### src/uigf_pkg.sv
// Shared constants for the UART idle-gap framer.
package uigf_pkg;

  // Default store depth in bytes.
  localparam int BUFFER_BYTES_DEF = 64;

  // Field widths.
  localparam int BYTE_W = 8;
  localparam int CNT_W  = 7;
  localparam int IDX_W  = 6;
  localparam int TICK_W = 8;

  // Input opcodes.
  localparam logic OP_BYTE = 1'b0;
  localparam logic OP_TICK = 1'b1;

  // Configuration port layout.
  localparam int CFG_ADDR_W = 3;
  localparam logic REG_IDLE_TICKS = 1'b0;  // word select bit paddr[2]
  localparam logic [TICK_W-1:0] IDLE_TICKS_RESET = 8'd5;

endpackage

### src/uigf_ram.sv
// Generic simple dual-port RAM with registered read data.
module uigf_ram #(
  parameter int WIDTH = 8,
  parameter int DEPTH = 64
) (
  input  logic                                     clk,
  input  logic                                     we,
  input  logic [((DEPTH > 1) ? $clog2(DEPTH) : 1)-1:0] waddr,
  input  logic [WIDTH-1:0]                         wdata,
  input  logic                                     re,
  input  logic [((DEPTH > 1) ? $clog2(DEPTH) : 1)-1:0] raddr,
  output logic [WIDTH-1:0]                         rdata
);

  logic [WIDTH-1:0] mem_r [DEPTH];

  always_ff @(posedge clk) begin
    if (we) begin
      mem_r[waddr] <= wdata;
    end
    if (re) begin
      rdata <= mem_r[raddr];
    end
  end

endmodule

### src/uart_idle_gap_framer_top.sv
// Top level of the UART idle-gap framer: control, store and frame emission.
//
// The block cuts a received UART byte stream into frames at idle gaps.
// Input words arrive on the in_ channel: opcode 0 carries a received byte,
// opcode 1 is a periodic tick. A byte word is written into the store when
// there is room and is otherwise dropped; either way the idle counter is
// cleared. A tick word compares the stored count with the count seen at
// the previous tick. Once the count has stayed unchanged and nonzero for
// idle_ticks_to_close ticks, the next tick closes the frame.
// Byte words and ticks that do not close a frame leave the input side open,
// so the block accepts a word every cycle between frames. A closing tick
// starts the emission sequencer, which walks the store through its one read
// port: each frame byte is read, then loaded into the output register, and
// in_stall stays high until the last byte of the frame has been loaded.
// Result words leave through an output register on the out_ channel. While
// out_stall is high the register holds its word and the sequencer waits.
// Reset clears the counts, the idle counter and the output valid, and sets
// idle_ticks_to_close to 5. The store itself is not cleared: a frame only
// reads entries written since the previous frame.
module uart_idle_gap_framer_top #(
  parameter int BUFFER_BYTES = uigf_pkg::BUFFER_BYTES_DEF
) (
  input  logic                             clk,
  input  logic                             rst_n,
  // Input channel
  input  logic                             in_valid,
  output logic                             in_stall,
  input  logic                             in_opcode,
  input  logic [uigf_pkg::BYTE_W-1:0]      in_rx_byte,
  // Result channel
  output logic                             out_valid,
  input  logic                             out_stall,
  output logic [uigf_pkg::BYTE_W-1:0]      out_frame_byte,
  output logic [uigf_pkg::IDX_W-1:0]       out_byte_index,
  output logic [uigf_pkg::CNT_W-1:0]       out_frame_length,
  output logic                             out_last_in_frame,
  // Configuration port
  input  logic                             cfg_psel,
  input  logic                             cfg_penable,
  input  logic                             cfg_pwrite,
  input  logic [uigf_pkg::CFG_ADDR_W-1:0]  cfg_paddr,
  input  logic [31:0]                      cfg_pwdata,
  output logic [31:0]                      cfg_prdata,
  output logic                             cfg_pready
);

  localparam int AW = (BUFFER_BYTES > 1) ? $clog2(BUFFER_BYTES) : 1;
  localparam logic [uigf_pkg::CNT_W-1:0] BUF_CNT = uigf_pkg::CNT_W'(BUFFER_BYTES);

  // Sequencer states.
  localparam logic [1:0] S_IDLE = 2'd0;
  localparam logic [1:0] S_RD   = 2'd1;
  localparam logic [1:0] S_LOAD = 2'd2;

  logic [1:0]                    state_r, state_nxt;
  logic [uigf_pkg::CNT_W-1:0]    count_r, count_nxt;
  logic [uigf_pkg::CNT_W-1:0]    last_tick_cnt_r, last_tick_cnt_nxt;
  logic [uigf_pkg::TICK_W-1:0]   idle_cnt_r, idle_cnt_nxt;
  logic [uigf_pkg::TICK_W-1:0]   idle_ticks_r;
  logic [uigf_pkg::IDX_W-1:0]    idx_r, idx_nxt;
  logic [uigf_pkg::CNT_W-1:0]    len_r, len_nxt;

  logic                          out_valid_r, out_valid_nxt;
  logic [uigf_pkg::BYTE_W-1:0]   out_byte_r;
  logic [uigf_pkg::IDX_W-1:0]    out_idx_r;
  logic [uigf_pkg::CNT_W-1:0]    out_len_r;
  logic                          out_last_r;

  logic                          in_acc;
  logic                          cfg_wr;
  logic                          store_we;
  logic                          rd_en;
  logic                          close_frame;
  logic                          out_load;
  logic                          idx_is_last;
  logic [uigf_pkg::BYTE_W-1:0]   rd_data;

  // Configuration register. It is meant to be written only while the
  // block is idle.
  assign cfg_pready = 1'b1;
  assign cfg_wr     = cfg_psel && cfg_penable && cfg_pwrite && cfg_pready;

  always_ff @(posedge clk) begin
    if (!rst_n) begin
      idle_ticks_r <= uigf_pkg::IDLE_TICKS_RESET;
    end else if (cfg_wr && (cfg_paddr[2] == uigf_pkg::REG_IDLE_TICKS)) begin
      idle_ticks_r <= cfg_pwdata[uigf_pkg::TICK_W-1:0];
    end
  end

  assign cfg_prdata = (cfg_paddr[2] == uigf_pkg::REG_IDLE_TICKS) ?
                      32'(idle_ticks_r) : 32'd0;

  // The input side is open whenever the sequencer is not walking a frame.
  assign in_stall = (state_r != S_IDLE);
  assign in_acc   = in_valid && !in_stall;

  // A byte is stored only while the store has room.
  assign store_we = in_acc && (in_opcode == uigf_pkg::OP_BYTE) && (count_r < BUF_CNT);

  // A tick closes the frame once the count has been stable long enough.
  assign close_frame = in_acc && (in_opcode == uigf_pkg::OP_TICK) &&
                       (count_r != '0) && (count_r == last_tick_cnt_r) &&
                       (idle_cnt_r >= idle_ticks_r);

  assign rd_en       = (state_r == S_RD);
  assign idx_is_last = ((uigf_pkg::CNT_W'(idx_r) + 7'd1) == len_r);
  assign out_load    = (state_r == S_LOAD) && (!out_valid_r || !out_stall);

  always_comb begin
    state_nxt         = state_r;
    count_nxt         = count_r;
    last_tick_cnt_nxt = last_tick_cnt_r;
    idle_cnt_nxt      = idle_cnt_r;
    idx_nxt           = idx_r;
    len_nxt           = len_r;
    case (state_r)
      S_IDLE: begin
        if (in_acc) begin
          if (in_opcode == uigf_pkg::OP_BYTE) begin
            if (store_we) begin
              count_nxt = count_r + 7'd1;
            end
            idle_cnt_nxt = '0;
          end else if ((count_r != '0) && (count_r == last_tick_cnt_r)) begin
            if (close_frame) begin
              len_nxt      = count_r;
              idx_nxt      = '0;
              count_nxt    = '0;
              idle_cnt_nxt = '0;
              state_nxt    = S_RD;
            end else begin
              idle_cnt_nxt = idle_cnt_r + 8'd1;
            end
          end else begin
            idle_cnt_nxt      = '0;
            last_tick_cnt_nxt = count_r;
          end
        end
      end
      S_RD: begin
        state_nxt = S_LOAD;
      end
      S_LOAD: begin
        if (out_load) begin
          if (idx_is_last) begin
            state_nxt = S_IDLE;
          end else begin
            idx_nxt   = idx_r + 6'd1;
            state_nxt = S_RD;
          end
        end
      end
      default: begin
        state_nxt = S_IDLE;
      end
    endcase
  end

  always_ff @(posedge clk) begin
    if (!rst_n) begin
      state_r         <= S_IDLE;
      count_r         <= '0;
      last_tick_cnt_r <= '0;
      idle_cnt_r      <= '0;
      idx_r           <= '0;
      len_r           <= '0;
    end else begin
      state_r         <= state_nxt;
      count_r         <= count_nxt;
      last_tick_cnt_r <= last_tick_cnt_nxt;
      idle_cnt_r      <= idle_cnt_nxt;
      idx_r           <= idx_nxt;
      len_r           <= len_nxt;
    end
  end

  // Byte store.
  uigf_ram #(
    .WIDTH (uigf_pkg::BYTE_W),
    .DEPTH (BUFFER_BYTES)
  ) u_store (
    .clk   (clk),
    .we    (store_we),
    .waddr (count_r[AW-1:0]),
    .wdata (in_rx_byte),
    .re    (rd_en),
    .raddr (idx_r[AW-1:0]),
    .rdata (rd_data)
  );

  // Output register. It holds its word while the receiver stalls.
  always_comb begin
    out_valid_nxt = out_valid_r;
    if (out_load) begin
      out_valid_nxt = 1'b1;
    end else if (out_valid_r && !out_stall) begin
      out_valid_nxt = 1'b0;
    end
  end

  always_ff @(posedge clk) begin
    if (!rst_n) begin
      out_valid_r <= 1'b0;
    end else begin
      out_valid_r <= out_valid_nxt;
    end
  end

  always_ff @(posedge clk) begin
    if (out_load) begin
      out_byte_r <= rd_data;
      out_idx_r  <= idx_r;
      out_len_r  <= len_r;
      out_last_r <= idx_is_last;
    end
  end

  assign out_valid         = out_valid_r;
  assign out_frame_byte    = out_byte_r;
  assign out_byte_index    = out_idx_r;
  assign out_frame_length  = out_len_r;
  assign out_last_in_frame = out_last_r;

  // The stored count never runs past the store depth.
  a_count_bound: assert property (@(posedge clk) disable iff (!rst_n)
    count_r <= BUF_CNT)
    else $error("stored count exceeds store depth");

  // A closing tick starts the emission and closes the input side.
  a_close_stalls: assert property (@(posedge clk) disable iff (!rst_n)
    close_frame |=> (in_stall && (state_r == S_RD) && (count_r == '0)))
    else $error("closing tick did not start emission");

  // The marked word is the one at the end of its frame.
  a_last_pos: assert property (@(posedge clk) disable iff (!rst_n)
    (out_valid && out_last_in_frame) |->
      ((uigf_pkg::CNT_W'(out_byte_index) + 7'd1) == out_frame_length))
    else $error("last marker at wrong position");

  // Emission only walks a nonempty frame within the store.
  a_len_range: assert property (@(posedge clk) disable iff (!rst_n)
    (state_r != S_IDLE) |-> ((len_r != '0) && (len_r <= BUF_CNT) &&
                             (uigf_pkg::CNT_W'(idx_r) < len_r)))
    else $error("emission index out of frame");

endmodule
### config.mk
export PLATFORM = sky130hd
export DESIGN_NAME = uart_idle_gap_framer_top
export DESIGN_NICKNAME = d
export VERILOG_FILES = /design/src/uigf_pkg.sv /design/src/uigf_ram.sv /design/src/uart_idle_gap_framer_top.sv
export SDC_FILE = /design/constraint.sdc
export NUM_CORES = 1
export LEC_CHECK = 0
export BUFFER_PORTS_ARGS = -buffer_cell sky130_fd_sc_hd__buf_2
export CAP_MARGIN = 10
export CORE_MARGIN = 4
export CORE_UTILIZATION = 33
export DETAILED_ROUTE_END_ITERATION = 8
export PLACE_DENSITY_LB_ADDON = 0.05
export SYNTH_ARGS = -nofsm -noshare
export SYNTH_HDL_FRONTEND = slang
export SYNTH_SLANG_ARGS = --single-unit
### constraint.sdc
create_clock -name clk -period 4.16 [get_ports clk]
set_clock_uncertainty 0.2 [all_clocks]
set_input_delay 0.832 -clock clk [delete_from_list [all_inputs] [get_ports clk]]
set_output_delay 0.832 -clock clk [all_outputs]
set_load 0.01 [all_outputs]
== Word level (Yosys, flattened, before mapping) ==
Memories as Yosys holds them, arrays and structs flattened. A register that Yosys moved wholly into a read port is not among the register bits.
Index checks and enable logic that the tools add are counted.
Operators by class
  reductions and logical operators: 29
  add/subtract/negate cells: 4
  bitwise gates (word level): 3
  order comparisons: 2
  mux-type cells: 26
  equal/unequal tests: 12
Operator list (number)
  $mux W6: 6
  $mux W8: 4
  $mux W7: 4
  $reduce_and A5 Y1: 3
  $eq A7 B7 Y1: 2
  $logic_and A1 B1 Y1: 13
  $ne A2 B2 Y1 const B: 6
  $pmux W6 S2: 1
  $mux W2: 5
  $add A8 B1 Y8 const B: 1
  $ge A8 B8 Y1: 1
  $reduce_bool A2 Y1: 4
  $add A6 B1 Y7 const B: 1
  $add A7 B1 Y7 const B: 1
  $lt A7 B7 Y1 const B: 1
  $reduce_and A7 Y1: 1
  $reduce_bool A7 Y1: 1
  $add A6 B1 Y6 const B: 1
  $pmux W2 S3: 1
  $mux W1: 5
  $ne A2 B1 Y1 const B: 2
  $reduce_and A4 Y1: 1
  $logic_not A1 Y1: 3
  $not A1 Y1: 3
  5 further kinds: 5
Word-level totals
  logic and storage cells: 89
  memory bits (writable): 512
  output and inout bits: 57
  memories kept: 1
  input bits: 51
  register bits after elaboration: 68
Memory list
  u_store.mem_r: words 64, bits a word 8, rd ports 1, clocked after Yosys merged registers in 1, wr ports 1, RTL line uigf_ram.sv:15  | logic [WIDTH-1:0] mem_r [DEPTH];

== Depth between registers and ports, before layout ==
  depth after elaboration: 12
  gate-level depth with buffers: 11
  mapped depth without buffers: 8

== Cells and area by module ==
A second synthesis with hierarchy kept.
Second synthesis, totals
  cell total of the unflattened synthesis: 1304
  area, all modules: 23651.4 µm²
By module, submodules not included
  uigf_ram: sequential area each 15615.0 µm², area an instance 20246.9 µm², cells an instance 940, times used 1
  uart_idle_gap_framer_top: sequential area each 1581.5 µm², area an instance 3404.5 µm², cells an instance 364, times used 1

== Least setup slack after synthesis ==
OpenSTA, ideal clock, no wires.
  kind: input to register
  start point: in out_stall
  end point: reg idx_r[2] (netlist name)
  buffers on the path: 0
  stages on the path: 4
  path slack: 943 ps
  arrival: 2954 ps
  data required time: 3897 ps
  cell sequence: a21oi_1 nand2_1 or4_1 nand3_1
Between the ends
  cells in the longest elaborated chain, start to end: 5
RTL lines
  start, declared: RTL line uart_idle_gap_framer_top.sv:32  | input logic out_stall,
  $logic_not A1 Y1: RTL line uart_idle_gap_framer_top.sv:108  | assign out_load = (state_r == S_LOAD) && (!out_valid_r || !out_stall);
  $logic_or A1 B1 Y1: RTL line uart_idle_gap_framer_top.sv:108
  $logic_and A1 B1 Y1: RTL line uart_idle_gap_framer_top.sv:108
  $ne A2 B2 Y1 (no source line)
  $reduce_and A7 Y1 (no source line)
  end signal, assigned: RTL line uart_idle_gap_framer_top.sv:173  | idx_r <= idx_nxt;
  end, declared: RTL line uart_idle_gap_framer_top.sv:60  | logic [uigf_pkg::IDX_W-1:0] idx_r, idx_nxt;
No other way between the ends.
A chain may end at the register's enable or synchronous reset.

== Worst setup path in the final report ==
  start point: reg idx_r[1] (netlist name)
  end point: reg idx_r[0] (netlist name)
Between the ends
  cells in the longest elaborated chain, start to end: 4
RTL lines
  $add A6 B1 Y7: RTL line uart_idle_gap_framer_top.sv:107  | assign idx_is_last = ((uigf_pkg::CNT_W'(idx_r) + 7'd1) == len_r);
  $eq A7 B7 Y1: RTL line uart_idle_gap_framer_top.sv:107
  net idx_is_last: RTL line uart_idle_gap_framer_top.sv:75  | logic idx_is_last;
  $ne A2 B2 Y1 (no source line)
  $reduce_and A7 Y1 (no source line)
The timed path passes the listed nets, and every way through them passes these cells.

==> results.py <==
metrics = {
    "drt": {
        "ant_nets": 0,
        "viasPerCell": 4.93,
        "route.detailed.drc": 0,
        "drt_first_iter_violations": 848,
        "vias": 11562,
        "wl_um": 60100,
        "first_pass_iters": 5,
        "wire_per_inst_um": 25.6,
    },
    "clock_tree": {
        "path_clk_slew_ps": 60,
        "h-tree-depth": 3,
        "cts_root_buffer": "clkbuf_16",
        "post_cts_buffers": 0,
        "cts_sinks": 588,
        "insertion_delay_ps": 590,
        "cts_tree": "built",
        "cts_hold_buf": 0,
        "numCtsBuffers": 68,
        "cts.repair.resized": 0,
        "clock_path_buffers": 3,
    },
    "timing": {
        "drv_slew": 0,
        "min_period_over_period": 0.795,
        "setup_tns_ps": 0,
        "fmax_ghz": 0.302,
        "relSlewSlack": 0.267,
        "rsz0062_at_grt": "false",
        "tightestPinTransition_ps": 1100,
        "setup_ws_ps": 854,
        "finalCriticalPeriod_ps": 3310,
        "hold_violations": 0,
        "setup_viol": 0,
    },
    "logic_synthesis": {
        "yosys_warnings": 0,
        "synth-main-ff-cell": "edfxtp_1",
        "synth_cell_types": 62,
        "ys_seq_area_frac": 0.735,
        "async_flop_share": 0,
        "synth_edf_count": 542,
        "syn_area_sq_um": 23400,
        "synth.area.top_cells": "edfxtp_1 70%, mux4_2 15%, dfxtp_1 3.9%",
        "ys_seq_elements": 588,
        "synth.most_common_cell": "edfxtp_1",
        "synth_common_cells": "542 x edfxtp_1, 160 x mux4_2, 99 x nor2_1, 46 x dfxtp_1, 43 x nand2_1",
        "yosysTopAreaCellShare": 0.696,
        "syn_avg_cell_area_sq_um": 19.5,
        "syn-instance-count": 1199,
        "synth_top_area_cell": "edfxtp_1",
    },
    "cells_and_area": {
        "fin_util": 0.390,
        "diodes": 0,
        "fin_nets": 1422,
        "stdcell_count": 2345,
        "area_growth_pct": 16.9,
        "drive_gt1_frac": 0.302,
    },
    "global_routing": {
        "grt_start_max_net_pins": 65,
        "antenna_found_initial": 4,
        "grt_usage": 0.162,
        "grt_pass1_vias": 12094,
        "grt_pass1_wl_um": 87300,
        "gr-total-overflow": 0,
    },
    "worst_setup_path": {
        "path_max_fanout": 26,
        "required_ps": 4490,
        "critPathMaxStageDelay_ps": 670,
        "r2r_cells": 8,
        "worstSetupEndpointType": "flip-flop",
        "worstPathArrival_ps": 3640,
        "cpMaxStageDelayCell": "dfxtp_4",
        "start_kind": "flip-flop",
        "reg2reg_slack_ps": 850,
        "path_class": "reg -> reg",
        "worstPathCellList": "ha_1 > inv_1 > nor4b_1 > o211ai_1 > a311oi_2 > buf_4 > o2bb2ai_1 > mux2_2",
        "r2r-end": "idx_r[0]",
        "r2r_start": "idx_r[1]",
    },
    "worst_hold_path": {
        "min_path_type": "reg -> reg",
        "hold_end": "out_frame_byte[2]",
        "hold_depth": 0,
        "worstHoldStart": "u_store.rdata[2]",
    },
    "power_and_ir_drop": {
        "totalPowerFinal_mw": 12.3,
        "ir_drop_uv": 229,
        "power_density_nw_per_um2": 448,
        "power.leakage_nw": 8.58,
    },
    "floorplanning": {
        "num_io_pins": 108,
        "coreArea_sq_um": 70100,
        "die-area_sq_um": 75200,
        "num_rows": 97,
        "die_h_um": 274,
        "die_w_um": 274,
        "start_util": 0.334,
    },
    "place": {
        "dp_hpwl_um": 38000,
        "place_ws_ps": 784,
        "portBuffers": 56,
        "dp.cells": 2228,
        "gp_congestion": 0.759,
    },
    "outcome": {
        "status": "finished clean",
    },
    "job": {
        "drv_cap": 0,
    },
}
## through the flow
step	area [sq um]	hold slack, ps
floorplan	23500	200
global placement	25300	207
detailed placement	25300	207
CTS	27300	221
global route	27400	237
finish	27400	219
## kinds of logic (layout without fill, tap and decap cells)
group | after synthesis | in the layout | share of synthesized area
flip-flops | 588 | 588 | 0.735
AND/OR/NAND/NOR | 212 | 212 | 0.0424
multiplexers | 183 | 183 | 0.164
buffers and inverters | 104 | 287 | 0.0228
AO/OA/AOI/OAI | 79 | 79 | 0.0217
XOR/XNOR | 19 | 19 | 0.00711
adder cells (fa/ha/maj) | 12 | 12 | 0.00642
other | 2 | 25 | 0.000321
## power by group
| group | switching, mW | leakage, nW | internal (mW) |
|---|---|---|---|
| Combinational | 0.173 | 2.35 | 0.0505 |
| Clock | 2.28 | 1.00 | 3.29 |
| Sequential | 0.00691 | 5.23 | 6.46 |
| Total | 2.46 | 8.58 | 9.80 |
## layout by cell type, fill, tap and decap left out, types with 18 or more instances in the layout
cell / instances
conb_1: 25
mux4_2: 160
o21ai_0: 20
dfxtp_1: 41
clkinv_1: 18
clkbuf_16: 73
nand2_1: 43
buf_4: 95
buf_2: 56
nor2_1: 99
a21oi_1: 26
edfxtp_1: 542
## worst max-delay path by stage
stage / startpoint / endpoint / depth (start not counted)
final: idx_r[1] / idx_r[0] / 8
after global routing: idx_r[1] / idx_r[0] / 8
after detailed placement: in_valid / u_store.mem_r[58][7] / 6
after global placement: in_valid / u_store.mem_r[50][1] / 6
after floorplan: out_stall / idx_r[2] / 4
after CTS: idx_r[1] / idx_r[0] / 8
## cell type report
cell class | count | area (sq um)
multi-input cells | 530 | 5760
clock inverters | 27 | 166
fillers | 6470 | 42800
clock buffers | 89 | 1890
well taps | 940 | 1180
flip-flops and latches | 588 | 17200
repair buffers | 156 | 1100
inverters | 15 | 56.3
## flip-flops by register name, indices dropped and copies added, names as in the netlist, 8 cells and up
register / count
u_store.rdata: 8
out_frame_byte: 8
u_store.mem_r: 512
idle_cnt_r: 8
idle_ticks_r: 8
## worst max-delay path: cells and delay by family (launching register included)
kind,cells,cell delay [ps]
compound gates,3,930
fa+ha+maj,1,480
buf+inv,2,390
flops,1,670
mux,1,200
simple gates,1,370
## per-layer routing
layer | share of wire | routed length [um] | global-route usage | up-vias
met5 | 0 | 0 | 0 | -
met4 | 0.019 | 1170 | 0.0454 | 0
met3 | 0.049 | 2960 | 0.0288 | 75
met2 | 0.46 | 27800 | 0.249 | 246
met1 | 0.47 | 28100 | 0.239 | 6115
li1 | - | - | - | 5126
Note: power is estimated with default switching activity, not from simulation.
